`src/rtl/core/wsd_pkg.sv`:
```
package wsd_pkg;

	localparam int unsigned LENGTH_WIDTH_DEF = 64;

	localparam logic [7:0] CLOSE_KIND = 8'h88;
	localparam logic [6:0] LEN_EXT16 = 7'd126;
	localparam logic [6:0] LEN_EXT64 = 7'd127;
	localparam logic [3:0] EXT16_BYTES = 4'd2;
	localparam logic [3:0] EXT64_BYTES = 4'd8;
	localparam logic [2:0] KEY_BYTES = 3'd4;

	// One result request from the parser to the output stage.
	typedef struct packed {
		logic       empty_frame;
		logic       last_of_frame;
		logic [7:0] frame_kind;
		logic [7:0] data_byte;
	} res_t;

endpackage

```
`src/rtl/core/websocket_frame_deframer.sv`:
```
// Channel  Dir  Group                      Contents
// s_       in   tvalid tready tdata[7:0]   rx_byte
// m_       out  tvalid tready tdata[7:0]   data_byte
//                tuser[8:0] tlast           frame_kind, empty_frame; last_of_frame
//
// One byte per cycle unless m_tready stalls: input register, one pass of parse logic, result register.
// A result is loaded from the input register into the result register once the output is free.
// Header bytes give no result; each payload byte or empty frame gives one.
// arst_n clears the parser to wait for a first header byte, and empties both registers.
// A stalled output holds its request; the input stalls only when both registers are full
// and m_tready is low.
module websocket_frame_deframer #(
	parameter int unsigned LENGTH_WIDTH = wsd_pkg::LENGTH_WIDTH_DEF
) (
	input  logic       clk,
	input  logic       arst_n,
	input  logic       s_tvalid,
	output logic       s_tready,
	input  logic [7:0] s_tdata,   // [7:0] rx_byte
	output logic       m_tvalid,
	input  logic       m_tready,
	output logic [7:0] m_tdata,   // [7:0] data_byte
	output logic [8:0] m_tuser,   // [7:0] frame_kind, [8] empty_frame
	output logic       m_tlast    // last_of_frame
);
	import wsd_pkg::*;

	logic       valid_s1;
	logic [7:0] byte_s1;
	logic       free;
	logic       adv;
	logic       res_valid;
	res_t       res;

	assign adv = valid_s1 && free;
	assign s_tready = !valid_s1 || free;

	always_ff @(posedge clk or negedge arst_n) begin
		if (!arst_n) begin
			valid_s1 <= 1'b0;
		end else if (s_tready) begin
			valid_s1 <= s_tvalid;
		end
	end

	always_ff @(posedge clk) begin
		if (s_tready && s_tvalid) begin
			byte_s1 <= s_tdata;
		end
	end

	wsd_parser #(
		.LENGTH_WIDTH(LENGTH_WIDTH)
	) u_parser (
		.clk      (clk),
		.arst_n   (arst_n),
		.go       (adv),
		.rx_byte  (byte_s1),
		.res_valid(res_valid),
		.res      (res)
	);

	wsd_out_stage u_out (
		.clk     (clk),
		.arst_n  (arst_n),
		.load    (res_valid),
		.res     (res),
		.free    (free),
		.m_tvalid(m_tvalid),
		.m_tready(m_tready),
		.m_tdata (m_tdata),
		.m_tuser (m_tuser),
		.m_tlast (m_tlast)
	);

endmodule

```
`src/rtl/core/wsd_parser.sv`:
```
module wsd_parser #(
	parameter int unsigned LENGTH_WIDTH = wsd_pkg::LENGTH_WIDTH_DEF
) (
	input  logic          clk,
	input  logic          arst_n,
	input  logic          go,
	input  logic [7:0]    rx_byte,
	output logic          res_valid,
	output wsd_pkg::res_t res
);
	import wsd_pkg::*;

	typedef enum logic [2:0] {
		PH_KIND = 3'd0,
		PH_LEN  = 3'd1,
		PH_EXT  = 3'd2,
		PH_KEY  = 3'd3,
		PH_DATA = 3'd4
	} phase_t;

	phase_t                  phase_q, phase_n;
	logic [7:0]              kind_q, kind_n;
	logic [3:0]              ext_left_q, ext_left_n;
	logic [31:0]             key_q, key_n;
	logic [2:0]              key_left_q, key_left_n;
	logic [LENGTH_WIDTH-1:0] rem_q, rem_n;
	logic [1:0]              kidx_q, kidx_n;
	logic                    closed_q, closed_n;
	logic                    hdr_done;
	logic [6:0]              len7;
	logic [7:0]              mask_byte;

	assign len7 = rx_byte[6:0];
	// key byte 0 sits in the top bits
	assign mask_byte = key_q[{~kidx_q, 3'b000} +: 8];

	always_comb begin
		phase_n = phase_q;
		kind_n = kind_q;
		ext_left_n = ext_left_q;
		key_n = key_q;
		key_left_n = key_left_q;
		rem_n = rem_q;
		kidx_n = kidx_q;
		closed_n = closed_q;
		hdr_done = 1'b0;
		res_valid = 1'b0;
		res = '{empty_frame: 1'b0, last_of_frame: 1'b0, frame_kind: kind_q,
			data_byte: 8'h00};
		if (go && !closed_q) begin
			unique case (phase_q)
				PH_LEN: begin
					key_left_n = rx_byte[7] ? KEY_BYTES : 3'd0;
					key_n = '0;
					kidx_n = '0;
					rem_n = '0;
					if (len7 == LEN_EXT16) begin
						ext_left_n = EXT16_BYTES;
					end else if (len7 == LEN_EXT64) begin
						ext_left_n = EXT64_BYTES;
					end else begin
						ext_left_n = '0;
						rem_n = LENGTH_WIDTH'(len7);
					end
					hdr_done = 1'b1;
				end
				PH_EXT: begin
					rem_n = {rem_q[LENGTH_WIDTH-9:0], rx_byte};
					ext_left_n = ext_left_q - 4'd1;
					hdr_done = 1'b1;
				end
				PH_KEY: begin
					key_n = {key_q[23:0], rx_byte};
					key_left_n = key_left_q - 3'd1;
					hdr_done = 1'b1;
				end
				PH_DATA: begin
					kidx_n = kidx_q + 2'd1;
					rem_n = rem_q - LENGTH_WIDTH'(1);
					res_valid = 1'b1;
					res.data_byte = rx_byte ^ mask_byte;
					res.last_of_frame = (rem_q == LENGTH_WIDTH'(1));
					if (rem_q == LENGTH_WIDTH'(1)) begin
						phase_n = PH_KIND;
						closed_n = (kind_q == CLOSE_KIND);
					end
				end
				default: begin
					// unused codes behave as the first header byte
					kind_n = rx_byte;
					phase_n = PH_LEN;
				end
			endcase
			if (hdr_done) begin
				priority if (ext_left_n != 4'd0) begin
					phase_n = PH_EXT;
				end else if (key_left_n != 3'd0) begin
					phase_n = PH_KEY;
				end else if (rem_n == '0) begin
					res_valid = 1'b1;
					res.last_of_frame = 1'b1;
					res.empty_frame = 1'b1;
					phase_n = PH_KIND;
					closed_n = (kind_q == CLOSE_KIND);
				end else begin
					phase_n = PH_DATA;
				end
			end
		end
	end

	always_ff @(posedge clk or negedge arst_n) begin
		if (!arst_n) begin
			phase_q <= PH_KIND;
			kind_q <= '0;
			ext_left_q <= '0;
			key_q <= '0;
			key_left_q <= '0;
			rem_q <= '0;
			kidx_q <= '0;
			closed_q <= 1'b0;
		end else begin
			phase_q <= phase_n;
			kind_q <= kind_n;
			ext_left_q <= ext_left_n;
			key_q <= key_n;
			key_left_q <= key_left_n;
			rem_q <= rem_n;
			kidx_q <= kidx_n;
			closed_q <= closed_n;
		end
	end

endmodule

```
`src/rtl/core/wsd_out_stage.sv`:
```
module wsd_out_stage (
	input  logic          clk,
	input  logic          arst_n,
	input  logic          load,
	input  wsd_pkg::res_t res,
	output logic          free,
	output logic          m_tvalid,
	input  logic          m_tready,
	output logic [7:0]    m_tdata,  // [7:0] data_byte
	output logic [8:0]    m_tuser,  // [7:0] frame_kind, [8] empty_frame
	output logic          m_tlast   // last_of_frame
);
	import wsd_pkg::*;

	logic valid_q;
	res_t res_q;

	// slot can take a new result when empty or draining this cycle
	assign free = !valid_q || m_tready;

	always_ff @(posedge clk or negedge arst_n) begin
		if (!arst_n) begin
			valid_q <= 1'b0;
		end else if (load) begin
			valid_q <= 1'b1;
		end else if (m_tready) begin
			valid_q <= 1'b0;
		end
	end

	always_ff @(posedge clk) begin
		if (load) begin
			res_q <= res;
		end
	end

	assign m_tvalid = valid_q;
	assign m_tdata = res_q.data_byte;
	assign m_tuser = {res_q.empty_frame, res_q.frame_kind};
	assign m_tlast = res_q.last_of_frame;

endmodule

```
`config.mk`:
```
export PLATFORM = sky130hd
export DESIGN_NAME = websocket_frame_deframer
export DESIGN_NICKNAME = d
export VERILOG_FILES = /design/src/rtl/core/wsd_pkg.sv /design/src/rtl/core/websocket_frame_deframer.sv /design/src/rtl/core/wsd_parser.sv /design/src/rtl/core/wsd_out_stage.sv
export SDC_FILE = /design/constraint.sdc
export NUM_CORES = 1
export LEC_CHECK = 0
export BUFFER_PORTS_ARGS = -buffer_cell sky130_fd_sc_hd__buf_4
export CAP_MARGIN = 10
export CORE_MARGIN = 5
export CORE_UTILIZATION = 50
export CTS_BUF_LIST = sky130_fd_sc_hd__clkbuf_2
export CTS_CLUSTER_DIAMETER = 100
export CTS_CLUSTER_SIZE = 16
export DETAILED_ROUTE_END_ITERATION = 10
export PLACE_DENSITY = 0.72
export SLEW_MARGIN = 20
export SYNTH_ARGS = -nofsm -noshare
export SYNTH_HDL_FRONTEND = slang
export SYNTH_SLANG_ARGS = --single-unit
```
`constraint.sdc`:
```
create_clock -name clk -period 7.08 [get_ports clk]
set_input_delay 1.062 -clock clk [delete_from_list [all_inputs] [get_ports clk]]
set_output_delay 1.062 -clock clk [all_outputs]
set_load 0.005 [all_outputs]
```
==> out/results.tsv, run 1 <==
metric	value	unit
outcome	finished, final reports clean	
clkTransAtPathRegs	0.32	ns
drive_above_1_share	0.1192	
power_density	488.2	mW/mm²
fmax	0.1940	GHz
cts_tree	built	
dr.pass1.iters	6	
finalWirelength	34660	µm
fillers	1887	
p_leak	0.004046	µW
worst-r2r-cell-count	11	
met1_length	14090	µm
ant_nets	0	
rsz0062_at_grt	false	
cts-root-buf	clkbuf_2	
ff_latch_area	0.003760	mm²
ys_ff_latch	145	
synth_edf_count	26	
crit_path_top_delay_cell	nor4b_4	
max-vdd-ir-drop	0.0001895	V
fin_worst_skew	0.06060	ns
core	0.01927	mm²
synthCells	1171	
synth_area_leaders	dfrtp_1 (31%), edfxtp_1 (8.0%), nand2_1 (7.4%)	
ctsLongestPathBuffers	2	
reg2reg_to	u_out.m_tuser[3]	
path_max_fanout	18	
r2r-start	u_parser.rem_q[1]	
critPathTopFamily	simple AND/OR/NAND/NOR gates	
slew_violations	0	
via_count	9817	
cts-resized-gates	0	
place_area	0.009968	mm²
hp-class	in2async	
crit_type	reg2reg	
synthesis.nets	1187	
drtIter0Drc	1684	
start_util	0.5037	
design_area	0.01025	mm²
dr_wl_met2	14580	µm
yosysWarningCount	0	
worst_slew_pin_slew	1.041	ns
grt_pass1_vias	9087	
synth_area	0.009707	mm²
overflow	0	
multiInputGateArea	0.005449	mm²
hold_buffers	0	
netlist.area_leader.share	0.3068	
syn_avg_cell_area	8.289	µm²
cp.arrival	5.62	ns
antenna_found_initial	2	
synth_flop_cell	dfrtp_1	
ios	32	
required	7.54	ns
via_per_inst	6.977	
fp.dieH	149.3	µm
cts_buffers	17	
dp.final_hpwl	23670	µm
wl_met3	4133	µm
synth.distinct_cells	86	
final_cell_mix	nand2_1 (191), dfrtp_1 (118), o21ai_0 (93), nor2_1 (77), nand3_1 (53)	
clock-sinks	145	
cp_num_buf_inv	1	
setup.worst_path.end_class	flop	
grt_max_degree	111	
grt_pass1_wl	54500	µm
wl_per_cell	24.63	µm
postCtsSetupRepairBufs	0	
num_rows	51	
cpPeakStageDelay	0.78	ns
htree_levels	4	
topRoutingLayerUsed	met5	
die_x	149.3	µm
drc	0	
final_common_cell	nand2_1	
slew_headroom	0.3057	
path_cells	inv_1 -> ha_1 -> nor3b_2 -> nand4_2 -> nor4b_4 -> a41o_1 -> o22ai_1 -> a2111o_1 -> nor4_4 -> nand4_1 -> nand2_1	
min_period_over_period	0.7280	
die_area	0.02230	mm²
gp_congestion	1.057	
final-hold-violation-count	0	
ys_seq_area_frac	0.3872	
clk_latency	0.82	ns
area_growth	5.645	%
async_flop_share	0.8207	
reg2reg_slack	1.93	ns
setup_viol	0	
port_buffers	31	
globalRouteTotalUtil	0.3147	
finalCriticalPeriod	5.154	ns
setup-tns-final	0	ns
startpoint_type	flop	
synth_top_cell_by_area	dfrtp_1	
drv_cap	0	
final_nets	1144	
power by group:
part	internal [µW]	leakage [µW]	total [µW]	switching (µW)
Sequential	1140	0.00176	1750	615
Clock	130	0.000162	541	411
Combinational	959	0.00212	2710	1750
metal layers:
metal	vias up	track usage
met3	161	0.07809
met4	2	0.1455
li1	4271	-
met5	-	0
met2	777	0.4515
met1	4606	0.4482
registers in the layout (all words and copies together) (netlist names), 2 cells and up:
| name | cells |
|---|---|
| u_parser.rem_q | 64 |
| u_parser.key_q | 32 |
| u_out.m_tuser | 9 |
| byte_s1 | 8 |
| u_out.m_tdata | 8 |
| u_parser.kind_q | 8 |
| u_parser.ext_left_q | 4 |
| u_parser.key_left_q | 3 |
| u_parser.phase_q | 3 |
| u_parser.kidx_q | 2 |
how the worst max path moves through the flow:
stage	startpoint	to	slack, ns	cells past startpoint
final	u_parser.rem_q[1]	u_out.m_tuser[3]	1.93	11
after global routing	u_parser.rem_q[1]	u_out.m_tuser[6]	1.69	11
after CTS	u_parser.rem_q[1]	u_out.m_tuser[4]	2.07	11
after detailed placement	u_parser.rem_q[1]	u_out.m_tuser[1]	2.10	11
after global placement	u_parser.rem_q[1]	u_out.m_tdata[3]	2.17	11
after floorplan	u_parser.rem_q[1]	u_out.m_tdata[0]	3.19	12
area by class of cell:
cell class | count | area share
antenna | 1 | 0.0002440
clock buffer | 17 | 0.008297
clock inverter | 15 | 0.01940
inverter | 20 | 0.007321
multi-input combinational | 897 | 0.5314
sequential | 145 | 0.3666
tap | 265 | 0.03233
timing repair buffer | 47 | 0.03441
stage by stage:
step / std cells / setup WS (ns) / power (µW) / hold WS [ns] / util
finish: 1407 / 1.926 / 5007 / 0.1955 / 0.5321
global route: 1407 / 1.694 / 5278 / 0.2021 / 0.5321
CTS: 1406 / 2.065 / 4873 / 0.1926 / 0.5320
detailed placement: 1374 / 2.103 / 4329 / 0.4554 / 0.5173
global placement: 1374 / 2.175 / 4341 / 0.4452 / 0.5173
floorplan: 1171 / 3.189 / 3510 / 0.4341 / -
Yosys cell counts (11+ instances only):
cell type	instances
a21oi_1	52
a22oi_1	20
a31oi_1	11
clkbuf_1	91
dfrtp_1	119
edfxtp_1	26
inv_1	19
mux2_2	12
nand2_1	191
nand3_1	53
nand4_1	32
nor2_1	78
nor3_1	46
nor4_1	52
o21ai_0	94
xnor2_1	21
cell families (layout without fill, tap and decap cells):
family	Yosys count	after routing	synth area share
XOR/XNOR	28	28	0.02526
other	0	1	0
flip-flops	145	145	0.3872
adder cells (fa/ha/maj)	6	6	0.007219
buffers and inverters	129	99	0.05336
AND/OR/NAND/NOR	558	558	0.3023
AO/OA/AOI/OAI	279	279	0.1860
multiplexers	26	26	0.03867
(Power assumes the default switching activity.)
==> inputs of run 2 (changes only) <==
- PLACE_DENSITY: 0.72 -> 0.75
- clock period: 7.08 -> 4.6 ns (I/O delays scaled with it)
==> run 2 against run 1 <==
- non-clock buffer count grew 54
- total power rose by 61%
- first-iteration DRC count is 2.1% lower
- wire length grew 5.5%
- clock power rose by 50%
- critical path type unchanged
- largest power group unchanged
==> out/results.tsv, run 2 (synthesis results as in run 1) <==
metric	value	unit
outcome	finished, final reports clean	
cts_buffers	17	
setup-tns-final	0	ns
final_cell_mix	nand2_1 (191), dfrtp_1 (118), buf_4 (95), o21ai_0 (93), nor2_1 (77)	
core	0.01927	mm²
port_buffers	31	
reg2reg_slack	0.17	ns
drtIter0Drc	1648	
slew_headroom	0.4307	
clk_latency	0.78	ns
ios	32	
globalRouteTotalUtil	0.3318	
start_util	0.5037	
ff_latch_area	0.003760	mm²
cts-resized-gates	0	
finalCriticalPeriod	4.426	ns
dp.final_hpwl	26370	µm
grt_pass1_vias	9344	
rsz0062_at_grt	false	
path_max_fanout	18	
area_growth	10.07	%
regMostFlops	u_parser.rem_q	
p_leak	0.004310	µW
finalWirelength	36560	µm
worst_slew_pin_slew	0.8469	ns
min_period_over_period	0.9623	
final-hold-violation-count	0	
place_area	0.01038	mm²
fmax	0.2259	GHz
reg2reg_to	u_out.m_tuser[6]	
cp.arrival	4.93	ns
antenna_found_initial	2	
crit_type	reg2reg	
drc	0	
via_per_inst	6.838	
worst-r2r-cell-count	11	
overflow	0	
clock-sinks	145	
ant_nets	0	
dr.pass1.iters	7	
hold_path_depth	1	
fin_worst_skew	0.03736	ns
setup.worst_path.end_class	flop	
fp.dieH	149.3	µm
multiInputGateArea	0.005455	mm²
r2r-start	u_parser.rem_q[8]	
required	5.11	ns
postCtsSetupRepairBufs	0	
fillers	1750	
largest_reg_flops	64	
power_density	755.4	mW/mm²
gp_congestion	1.050	
die_area	0.02230	mm²
worstHoldStart	s_tdata[3]	
setup_viol	0	
cts_tree	built	
slew_violations	0	
cts-root-buf	clkbuf_2	
design_area	0.01068	mm²
drive_above_1_share	0.1565	
wl_per_cell	25.03	µm
via_count	9991	
min_to	byte_s1[3]	
final_common_cell	nand2_1	
hold_buffers	1	
num_rows	51	
ctsLongestPathBuffers	2	
grt_max_degree	64	
drv_cap	0	
startpoint_type	flop	
max-vdd-ir-drop	0.0003179	V
htree_levels	4	
clkTransAtPathRegs	0.29	ns
die_x	149.3	µm
final_nets	1198	
grt_pass1_wl	56740	µm
hp-class	in2reg	
==> run 2: worst max path at each step <==
| stage | depth (start not counted) | to | slack, ns | startpoint |
|---|---|---|---|---|
| finish | 11 | u_out.m_tuser[6] | 0.17 | u_parser.rem_q[8] |
| global route | 13 | u_out.m_tuser[1] | 0.19 | u_parser.rem_q[1] |
| CTS | 11 | u_out.m_tuser[1] | 0.43 | u_parser.rem_q[32] |
| detailed placement | 11 | u_out.m_tuser[6] | 0.50 | u_parser.rem_q[32] |
| global placement | 11 | u_out.m_tuser[6] | 0.04 | u_parser.rem_q[32] |
| floorplan | 12 | u_out.m_tdata[0] | 0.71 | u_parser.rem_q[1] |
==> run 2: power by group <==
group / internal, µW / switching (µW)
Combinational: 1720 / 3000
Sequential: 1730 / 810
Clock: 194 / 616
Total: 3640 / 4430
==> run 2: cell type report <==
cell class | instances | share of cell area
diodes | 1 | 0.0002342
clock buffers | 17 | 0.007963
clock inverters | 15 | 0.01698
inverters | 20 | 0.007027
multi-input cells | 897 | 0.5106
flip-flops and latches | 145 | 0.3519
well taps | 265 | 0.03103
repair buffers | 101 | 0.07425
==> run 2: routing by layer <==
metal  global-route usage  part of all wire  vias up
met2               0.4936              0.43      741
met1               0.4707              0.40     4711
met3              0.07141              0.11      149
met5                    0           0.00052        -
li1                     -                 -     4388
met4               0.1391             0.052        2
==> run 2: critical path, cell delays in order, from the launching register on <==
cell and delay (ns):
dfrtp_1 0.60, nor4_2 0.60, nand4_1 0.39, nor4_1 0.54, buf_4 0.21, xor2_1 0.06, a211oi_1 0.41, nand4_1 0.36
nor4_4 0.41, nand4_1 0.21, nand2_1 0.17, buf_12 0.18
==> run 2: stage by stage <==
stage	cells	total power, µW	hold slack (ns)	setup slack [ns]	utilization
after floorplan	1171	5402	0.3944	0.7092	-
after global placement	1424	7077	0.4450	0.04481	0.5380
after detailed placement	1424	7059	0.4555	0.4957	0.5384
after CTS	1457	7871	0.01800	0.4348	0.5527
after global routing	1461	8496	0.01781	0.1856	0.5544
final	1461	8071	0.08494	0.1736	0.5544
